$ cat config.mk
export PLATFORM = sky130hd
export DESIGN_NAME = midi_output_volume_mixer
export DESIGN_NICKNAME = d
export VERILOG_FILES = /design/src/rtl/movm_pkg.sv /design/src/rtl/midi_output_volume_mixer.sv /design/src/rtl/movm_ctrl.sv /design/src/rtl/movm_dpath.sv
export SDC_FILE = /design/constraint.sdc
export NUM_CORES = 1
export LEC_CHECK = 0
export BUFFER_PORTS_ARGS = -buffer_cell sky130_fd_sc_hd__buf_2
export CORE_UTILIZATION = 65
export DETAILED_ROUTE_END_ITERATION = 7
export PLACE_DENSITY = 0.91
export SETUP_SLACK_MARGIN = 0.02
export SYNTH_ARGS = -nofsm -noshare
export SYNTH_HDL_FRONTEND = slang
export SYNTH_HIERARCHICAL = 1
export SYNTH_SLANG_ARGS = --single-unit
$ cat constraint.sdc
create_clock -name clk -period 15.5 [get_ports clk]
set_input_delay 0 -clock clk [delete_from_list [all_inputs] [get_ports clk]]
set_output_delay 0 -clock clk [all_outputs]
set_load 0.005 [all_outputs]
$ cat src/rtl/movm_pkg.sv
`timescale 1ns / 1ps
`default_nettype none

package movm_pkg;

  localparam int NUM_CHANNELS_DEF = 16;

  // Driver operation codes
  localparam logic [2:0] OP_NOTE_OFF  = 3'd0;
  localparam logic [2:0] OP_NOTE_ON   = 3'd1;
  localparam logic [2:0] OP_CONTROL   = 3'd2;
  localparam logic [2:0] OP_PROGRAM   = 3'd3;
  localparam logic [2:0] OP_BEND      = 3'd4;
  localparam logic [2:0] OP_MASTER    = 3'd5;
  localparam logic [2:0] OP_SOUND     = 3'd6;

  // MIDI command nibbles
  localparam logic [7:0] CMD_NOTE_OFF = 8'h80;
  localparam logic [7:0] CMD_NOTE_ON  = 8'h90;
  localparam logic [7:0] CMD_CONTROL  = 8'hB0;
  localparam logic [7:0] CMD_PROGRAM  = 8'hC0;
  localparam logic [7:0] CMD_BEND     = 8'hE0;

  localparam logic [7:0] CTL_VOLUME   = 8'h07;
  localparam logic [7:0] CTL_ALL_OFF  = 8'h7B;
  localparam logic [7:0] BAR_QUERY    = 8'hFF;
  localparam logic [3:0] BAR_MAX      = 4'hF;
  localparam logic [6:0] VOL_FULL     = 7'h7F;

  // Commands from the sequencer to the datapath
  typedef struct packed {
    logic accept;   // input transaction taken this cycle
    logic step;     // emit the next broadcast message
  } movm_cmd_t;

  // Status from the datapath to the sequencer
  typedef struct packed {
    logic slot_free;  // output register empty or being drained
    logic bcast_req;  // current input item starts a volume broadcast
    logic idx_zero;   // broadcast has reached channel 0
  } movm_stat_t;

  // Master scale for each volume bar
  function automatic logic [6:0] bar_scale(input logic [3:0] bar);
    logic [6:0] s;
    case (bar)
      4'd0:    s = 7'h01;
      4'd1:    s = 7'h08;
      4'd2:    s = 7'h11;
      4'd3:    s = 7'h19;
      4'd4:    s = 7'h22;
      4'd5:    s = 7'h2A;
      4'd6:    s = 7'h32;
      4'd7:    s = 7'h3B;
      4'd8:    s = 7'h43;
      4'd9:    s = 7'h4C;
      4'd10:   s = 7'h54;
      4'd11:   s = 7'h5C;
      4'd12:   s = 7'h65;
      4'd13:   s = 7'h6D;
      4'd14:   s = 7'h76;
      default: s = 7'h7F;
    endcase
    return s;
  endfunction

endpackage

`default_nettype wire

$ cat src/rtl/midi_output_volume_mixer.sv
`timescale 1ns / 1ps
`default_nettype none
// MIDI output volume mixer.
// Input channel (in_*): one driver command per transaction; in_tuser carries the
// operation code, in_tdata the channel, data1 and data2.
// Output channel (out_*): one MIDI message per transaction; out_tuser flags a
// message to send (low for a master volume answer without broadcast, which only
// reports the previous bar), out_tlast marks the final message of a command.
// The result of a single-message command appears in the output register the
// cycle after the input transaction. A master volume or sound on/off broadcast
// is accepted and then emits NUM_CHANNELS messages, channel NUM_CHANNELS-1 down
// to 0, one per cycle while the output is not stalled, through the one
// shared 7x7 multiplier that scales each stored channel volume.
// in_tready stays low until a broadcast has emitted its last message; commands
// with no result (unused code, sound query, controller 7 while sound is off)
// put no message in the output register.
// Reset: all channel volumes return to 127, bar to 15, master scale to 127,
// sound on; the output register empties. No clearing pass is needed.
// Stall: while out_tready is low and a message waits, hold it and the
// broadcast; in_tready is low until the waiting message is taken.
module midi_output_volume_mixer #(
  parameter int NUM_CHANNELS = movm_pkg::NUM_CHANNELS_DEF
) (
  input  wire logic        clk,
  input  wire logic        rst_n,
  input  wire logic        in_tvalid,
  output logic             in_tready,
  input  wire logic [23:0] in_tdata,   // channel[3:0], data1[11:4], data2[18:12], zero
  input  wire logic [2:0]  in_tuser,   // operation[2:0]
  output logic             out_tvalid,
  input  wire logic        out_tready,
  output logic [31:0]      out_tdata,  // status_byte[7:0], first_data[14:8],
                                       // second_data[21:15], previous_bar[25:22], zero
  output logic             out_tuser,  // send_valid
  output logic             out_tlast   // last_of_run
);

  movm_pkg::movm_cmd_t  cmd;
  movm_pkg::movm_stat_t stat;

  logic [7:0] status_byte;
  logic [6:0] first_data, second_data;
  logic [3:0] previous_bar;

  // Sequencer: accepts commands and steps the broadcast
  movm_ctrl u_ctrl (
    .clk       (clk),
    .rst_n     (rst_n),
    .in_tvalid (in_tvalid),
    .in_tready (in_tready),
    .stat      (stat),
    .cmd       (cmd)
  );

  // Volume state, scaling and output register
  movm_dpath #(
    .NUM_CHANNELS (NUM_CHANNELS)
  ) u_dpath (
    .clk          (clk),
    .rst_n        (rst_n),
    .cmd          (cmd),
    .stat         (stat),
    .operation    (in_tuser),
    .channel      (in_tdata[3:0]),
    .data1        (in_tdata[11:4]),
    .data2        (in_tdata[18:12]),
    .out_tready   (out_tready),
    .out_valid    (out_tvalid),
    .send_valid   (out_tuser),
    .status_byte  (status_byte),
    .first_data   (first_data),
    .second_data  (second_data),
    .previous_bar (previous_bar),
    .last_of_run  (out_tlast)
  );

  assign out_tdata = {6'd0, previous_bar, second_data, first_data, status_byte};

endmodule

`default_nettype wire

$ cat src/rtl/movm_ctrl.sv
`timescale 1ns / 1ps
`default_nettype none

module movm_ctrl (
  input  wire logic              clk,
  input  wire logic              rst_n,
  input  wire logic              in_tvalid,
  output logic                   in_tready,
  input  wire movm_pkg::movm_stat_t stat,
  output movm_pkg::movm_cmd_t    cmd
);

  localparam logic ST_IDLE  = 1'b0;
  localparam logic ST_BCAST = 1'b1;

  logic state_r, state_nxt;

  always_comb begin
    in_tready  = (state_r == ST_IDLE) && stat.slot_free;
    cmd.accept = in_tvalid && in_tready;
    cmd.step   = (state_r == ST_BCAST) && stat.slot_free;
    state_nxt  = state_r;
    unique case (state_r)
      ST_IDLE: begin
        if (cmd.accept && stat.bcast_req) state_nxt = ST_BCAST;
      end
      ST_BCAST: begin
        if (cmd.step && stat.idx_zero) state_nxt = ST_IDLE;
      end
      default: state_nxt = ST_IDLE;
    endcase
  end

  always_ff @(posedge clk) begin
    if (!rst_n) begin
      state_r <= ST_IDLE;
    end else begin
      state_r <= state_nxt;
    end
  end

endmodule

`default_nettype wire

$ cat src/rtl/movm_dpath.sv
`timescale 1ns / 1ps
`default_nettype none

module movm_dpath #(
  parameter int NUM_CHANNELS = movm_pkg::NUM_CHANNELS_DEF
) (
  input  wire logic              clk,
  input  wire logic              rst_n,
  input  wire movm_pkg::movm_cmd_t cmd,
  output movm_pkg::movm_stat_t   stat,
  input  wire logic [2:0]        operation,
  input  wire logic [3:0]        channel,
  input  wire logic [7:0]        data1,
  input  wire logic [6:0]        data2,
  input  wire logic              out_tready,
  output logic                   out_valid,
  output logic                   send_valid,
  output logic [7:0]             status_byte,
  output logic [6:0]             first_data,
  output logic [6:0]             second_data,
  output logic [3:0]             previous_bar,
  output logic                   last_of_run
);

  localparam int CH_W = (NUM_CHANNELS > 1) ? $clog2(NUM_CHANNELS) : 1;

  logic [6:0]      vol_r [NUM_CHANNELS];
  logic [3:0]      bar_r, bar_nxt;
  logic [6:0]      master_r, master_nxt;
  logic            snd_r, snd_nxt;
  logic [6:0]      bc_scale_r, bc_scale_nxt;
  logic [3:0]      bc_prev_r, bc_prev_nxt;
  logic [CH_W-1:0] idx_r;

  logic            out_valid_r;
  logic            send_r;
  logic [7:0]      status_r;
  logic [6:0]      first_r, second_r;
  logic [3:0]      prev_r;
  logic            last_r;

  // Single-result decode
  logic            single;
  logic            s_send;
  logic [7:0]      s_status;
  logic [6:0]      s_first, s_second;
  logic [3:0]      s_prev;
  logic            s_scaled;   // second byte comes from the multiplier
  logic            bcast;
  logic            vol_we;
  logic [3:0]      bar_sat;

  logic [6:0]      mul_a, mul_b;
  logic [13:0]     prod;

  always_comb begin
    bar_sat      = (data1 > {4'd0, movm_pkg::BAR_MAX}) ? movm_pkg::BAR_MAX : data1[3:0];
    single       = 1'b0;
    s_send       = 1'b1;
    s_status     = '0;
    s_first      = data1[6:0];
    s_second     = data2;
    s_prev       = '0;
    s_scaled     = 1'b0;
    bcast        = 1'b0;
    vol_we       = 1'b0;
    bar_nxt      = bar_r;
    master_nxt   = master_r;
    snd_nxt      = snd_r;
    bc_scale_nxt = bc_scale_r;
    bc_prev_nxt  = bc_prev_r;
    unique case (operation)
      movm_pkg::OP_NOTE_OFF: begin
        single   = 1'b1;
        s_status = movm_pkg::CMD_NOTE_OFF | {4'd0, channel};
      end
      movm_pkg::OP_NOTE_ON: begin
        single   = 1'b1;
        s_status = movm_pkg::CMD_NOTE_ON | {4'd0, channel};
      end
      movm_pkg::OP_CONTROL: begin
        s_status = movm_pkg::CMD_CONTROL | {4'd0, channel};
        if (data1 == movm_pkg::CTL_VOLUME) begin
          vol_we   = 1'b1;
          single   = snd_r;
          s_scaled = 1'b1;
        end else if (data1 == movm_pkg::CTL_ALL_OFF) begin
          single   = 1'b1;
          s_second = '0;
        end else begin
          single   = 1'b1;
        end
      end
      movm_pkg::OP_PROGRAM: begin
        single   = 1'b1;
        s_status = movm_pkg::CMD_PROGRAM | {4'd0, channel};
        s_second = '0;
      end
      movm_pkg::OP_BEND: begin
        single   = 1'b1;
        s_status = movm_pkg::CMD_BEND | {4'd0, channel};
      end
      movm_pkg::OP_MASTER: begin
        s_send   = 1'b0;
        s_first  = '0;
        s_second = '0;
        s_prev   = bar_r;
        if (data1 != movm_pkg::BAR_QUERY) begin
          bar_nxt = bar_sat;
          if (snd_r) begin
            master_nxt   = movm_pkg::bar_scale(bar_sat);
            bc_scale_nxt = movm_pkg::bar_scale(bar_sat);
            bc_prev_nxt  = bar_r;
            bcast        = 1'b1;
          end
        end
        single = !bcast;
      end
      movm_pkg::OP_SOUND: begin
        if (data1 != movm_pkg::BAR_QUERY) begin
          bcast       = 1'b1;
          bc_prev_nxt = '0;
          if (data1 != 8'd0) begin
            snd_nxt      = 1'b1;
            bc_scale_nxt = movm_pkg::bar_scale(bar_r);
          end else begin
            snd_nxt      = 1'b0;
            bc_scale_nxt = '0;
          end
        end
      end
      default: begin
        single = 1'b0;
      end
    endcase
  end

  // One shared 7x7 multiplier: broadcast volume or a fresh controller 7 value
  assign mul_a = cmd.step ? bc_scale_r    : master_r;
  assign mul_b = cmd.step ? vol_r[idx_r]  : data2;
  assign prod  = {7'd0, mul_a} * {7'd0, mul_b};

  assign stat.slot_free = !out_valid_r || out_tready;
  assign stat.bcast_req = bcast;
  assign stat.idx_zero  = (idx_r == '0);

  always_ff @(posedge clk) begin
    if (!rst_n) begin
      for (int i = 0; i < NUM_CHANNELS; i++) vol_r[i] <= movm_pkg::VOL_FULL;
      bar_r       <= movm_pkg::BAR_MAX;
      master_r    <= movm_pkg::VOL_FULL;
      snd_r       <= 1'b1;
      out_valid_r <= 1'b0;
    end else begin
      if (cmd.accept) begin
        bar_r    <= bar_nxt;
        master_r <= master_nxt;
        snd_r    <= snd_nxt;
        if (vol_we && ({1'b0, channel} < 5'(NUM_CHANNELS)))
          vol_r[channel[CH_W-1:0]] <= data2;
      end
      if ((cmd.accept && single) || cmd.step) out_valid_r <= 1'b1;
      else if (out_tready)                    out_valid_r <= 1'b0;
    end
  end

  // Payload and broadcast working registers
  always_ff @(posedge clk) begin
    if (cmd.accept && bcast) begin
      bc_scale_r <= bc_scale_nxt;
      bc_prev_r  <= bc_prev_nxt;
      idx_r      <= CH_W'(NUM_CHANNELS - 1);
    end else if (cmd.step) begin
      idx_r <= idx_r - 1'b1;
    end
    if (cmd.step) begin
      send_r   <= 1'b1;
      status_r <= movm_pkg::CMD_CONTROL | 8'(idx_r);
      first_r  <= movm_pkg::CTL_VOLUME[6:0];
      second_r <= prod[13:7];
      prev_r   <= bc_prev_r;
      last_r   <= (idx_r == '0);
    end else if (cmd.accept && single) begin
      send_r   <= s_send;
      status_r <= s_status;
      first_r  <= s_first;
      second_r <= s_scaled ? prod[13:7] : s_second;
      prev_r   <= s_prev;
      last_r   <= 1'b1;
    end
  end

  assign out_valid    = out_valid_r;
  assign send_valid   = send_r;
  assign status_byte  = status_r;
  assign first_data   = first_r;
  assign second_data  = second_r;
  assign previous_bar = prev_r;
  assign last_of_run  = last_r;

endmodule

`default_nettype wire

==> metrics <==
status=complete, no violations; final std cells w/o fill=1040; metal2 WL=11500 um; clk root buf=clkbuf_16; worst slack at placement=8.84 ns; CP max FO=22; I/O pins=67; metal3 WL=2220 um; Post-route DRC=0; maximum VDD drop=0.000114 V; CP required=15.69 ns; Clock transition at path regs=0.07 ns; list of most frequent post-synthesis cells=139 x edfxtp_1, 100 x or2_2, 91 x nand2_1; worst clock skew=0.00736 ns; die height=124 um; port buffer count=55; number of global-route vias before repair=6418; Hold Crit Endpoint=u_dpath/status_byte[2]; TNS Setup=0 ns; Post-CTS Setup Bufs=0; GRT overflow=0; ANT cells=0; Worst path max stage delay=1.12 ns; fin nets=928; CTS tree=done; CP Class=reg2reg; Hold Crit Class=in2reg; fin crit period=6.84 ns; die footprint=0.0154 mm^2; cell area after synthesis=0.00970 mm^2; H-tree levels=4; ys flop type=edfxtp_1; Synth cell types=66; Most common cell on crit path=fa_1; placed insts=995; HPWL after DPL=14800 um; Yosys top cell area share=0.430; Pre-Repair DR Iteration Count=6; Clock Tree Buf Depth=2; Critical Path, Cell by Cell=mux4_2 > mux4_1 > mux2i_1 > or2_2 > fa_1 > fa_1 > inv_1 > fa_1 > inv_1 > fa_1 > inv_1 > ha_1 > a211oi_1 > nand2_1 > nor2_1 > o41ai_2 > a31o_4 > a211o_1; via count=6754; Critical Path Source Type=flip-flop; first-pass GRT wire length=36300 um; period utilization=0.441; Total Power=1.79 mW; R2R cell count=18; RD Place Congestion=0.842; final setup fails=0; CTS Sinks=180; starting density of the core=0.667; Slew @ Worst Pin=1.20 ns; Avg Inst Size Synth=12.2 um^2; layout cell share with drive strength beyond 1=0.266; Synth area leader=edfxtp_1; FF-to-FF End=u_dpath/second_data[4]; Clk Latency, worst-skew pair=0.43 ns; Slew HR=0.198; initial antenna violation count=0; GRT Total Usage=0.330; Wirelength per Cell=22.7 um; Final Core Density=0.743; Fmax=0.146 GHz; largest net degree at the start of global routing=44; flop-to-flop setup slack=8.66 ns; PD cells=166 mW/mm^2; PnR worst setup slack=8.66 ns; slowest cell on the critical path=dfxtp_1; LEAKAGE=3.93 nW; most frequent cell after synthesis=edfxtp_1; Syn Inst Count=795; Min-Delay Path Depth=3; core footprint=0.0145 mm^2; Max Cap Viol=0; total wire length=23600 um; Seq/Total Area, Yosys=0.515; final hold violations=0; ANT nets after route=0; Num CTS Buffers=17; #FFs+latches synth=180; drt first-iter violations=987; hold_sp=in_tdata[2]; Async SR Flop Fraction=0; Area Overhead vs Synth=11.3%; Worst EP arrival=7.03 ns; die width=124 um; vias per cell=6.49; top cells by area, synth=edfxtp_1 43%, dfxtp_1 8.5%, or2_2 6.5%; Post-synth EDFFs=139; Std-Cell Rows=44; Setup crit end kind=flip-flop; Top Metal Used=met4; unrepaired setup endpoints after global routing=false; max-slew violation count=0; Synth Warn #=6; wl on met1=9190 um
==> cell usage in the layout (no fill, tap or decap), types with 9 or more instances in the layout <==
master	synthesis	routed
dlygate4sd3_1	0	13
a21oi_1	14	14
o211ai_1	18	18
ha_1	31	31
inv_1	26	26
nand2_1	91	91
mux2i_1	19	19
clkbuf_16	0	17
or3_1	9	9
dfxtp_1	41	41
mux4_2	24	24
o21ai_0	22	22
edfxtp_1	139	139
fa_1	23	23
nand2b_1	31	31
nor2_1	58	58
or2_2	100	100
buf_2	2	55
mux4_1	11	11
==> registers in the layout (all words and copies together) (netlist names), named ones only <==
register,flops
u_dpath/last_of_run,1
u_dpath/vol_r,112
u_dpath/snd_r,1
u_dpath/bc_scale_r,7
u_dpath/send_valid,1
u_dpath/first_data,7
u_dpath/status_byte,8
u_dpath/idx_r,4
u_dpath/previous_bar,4
u_dpath/second_data,7
u_dpath/master_r,7
u_dpath/bar_r,4
u_dpath/out_valid,1
u_ctrl/state_r,1
u_dpath/bc_prev_r,4
==> worst max-delay path, delay by kind of cell (launching register included) <==
family / cells / cell delay, ns
adder cells (fa/ha/maj): 5 / 2.38
multiplexers: 3 / 1.58
buffers and inverters: 3 / 0.15
AO/OA/AOI/OAI: 4 / 0.89
AND/OR/NAND/NOR: 3 / 0.47
flip-flops: 1 / 1.12
==> metal layers <==
layer | track usage | vias up
met2 | 0.536 | 469
met1 | 0.452 | 3297
met4 | 0.112 | 0
li1 | - | 2929
met3 | 0.0572 | 59
met5 | 0 | -
==> metrics by stage <==
stage                     cell area, um^2  hold slack (ns)
final                               10800           0.0644
after global routing                10800           0.0621
after CTS                           10800           0.0553
after detailed placement            10000            0.350
after global placement              10000            0.348
after floorplan                      9720            0.117
==> final cells by class <==
class / instances / area, um^2
Clock buffer: 17 / 425
Clock inverter: 15 / 226
Fill cell: 887 / 3740
Inverter: 27 / 101
Multi-Input combinational cell: 546 / 4390
Sequential cell: 180 / 4990
Tap cell: 184 / 230
Timing Repair Buffer: 71 / 428
==> power by group <==
group	switching (mW)	internal [mW]
Sequential	0.0316	0.552
Combinational	0.388	0.340
Clock	0.188	0.288
==> worst max path at each step <==
stage	startpoint	end	slack [ns]	cells after the start
after floorplan	flip-flop	u_dpath/second_data[4]	9.56	19
after global placement	flip-flop	u_dpath/second_data[4]	8.91	18
after detailed placement	flip-flop	u_dpath/second_data[4]	8.84	18
after CTS	flip-flop	u_dpath/second_data[4]	8.74	18
after global routing	flip-flop	u_dpath/second_data[4]	8.47	19
final	flip-flop	u_dpath/second_data[4]	8.66	18
==> timing repair <==
action / in CTS / in global routing
resized for setup: 0 / 0
hold buffers: 13 / 0
endpoints found under the hold margin: 12 / 0
==> cell families (layout without fill, tap and decap cells) <==
logic type | after synthesis | in the layout | share of synthesized area
XOR/XNOR | 12 | 12 | 0.0108
multiplexers | 58 | 58 | 0.112
AO/OA/AOI/OAI | 87 | 87 | 0.0631
other | 1 | 6 | 0.000387
flip-flops | 180 | 180 | 0.515
adder cells (fa/ha/maj) | 54 | 54 | 0.0875
AND/OR/NAND/NOR | 329 | 329 | 0.177
buffers and inverters | 74 | 130 | 0.0345
Note: power is estimated with default switching activity, not from simulation.
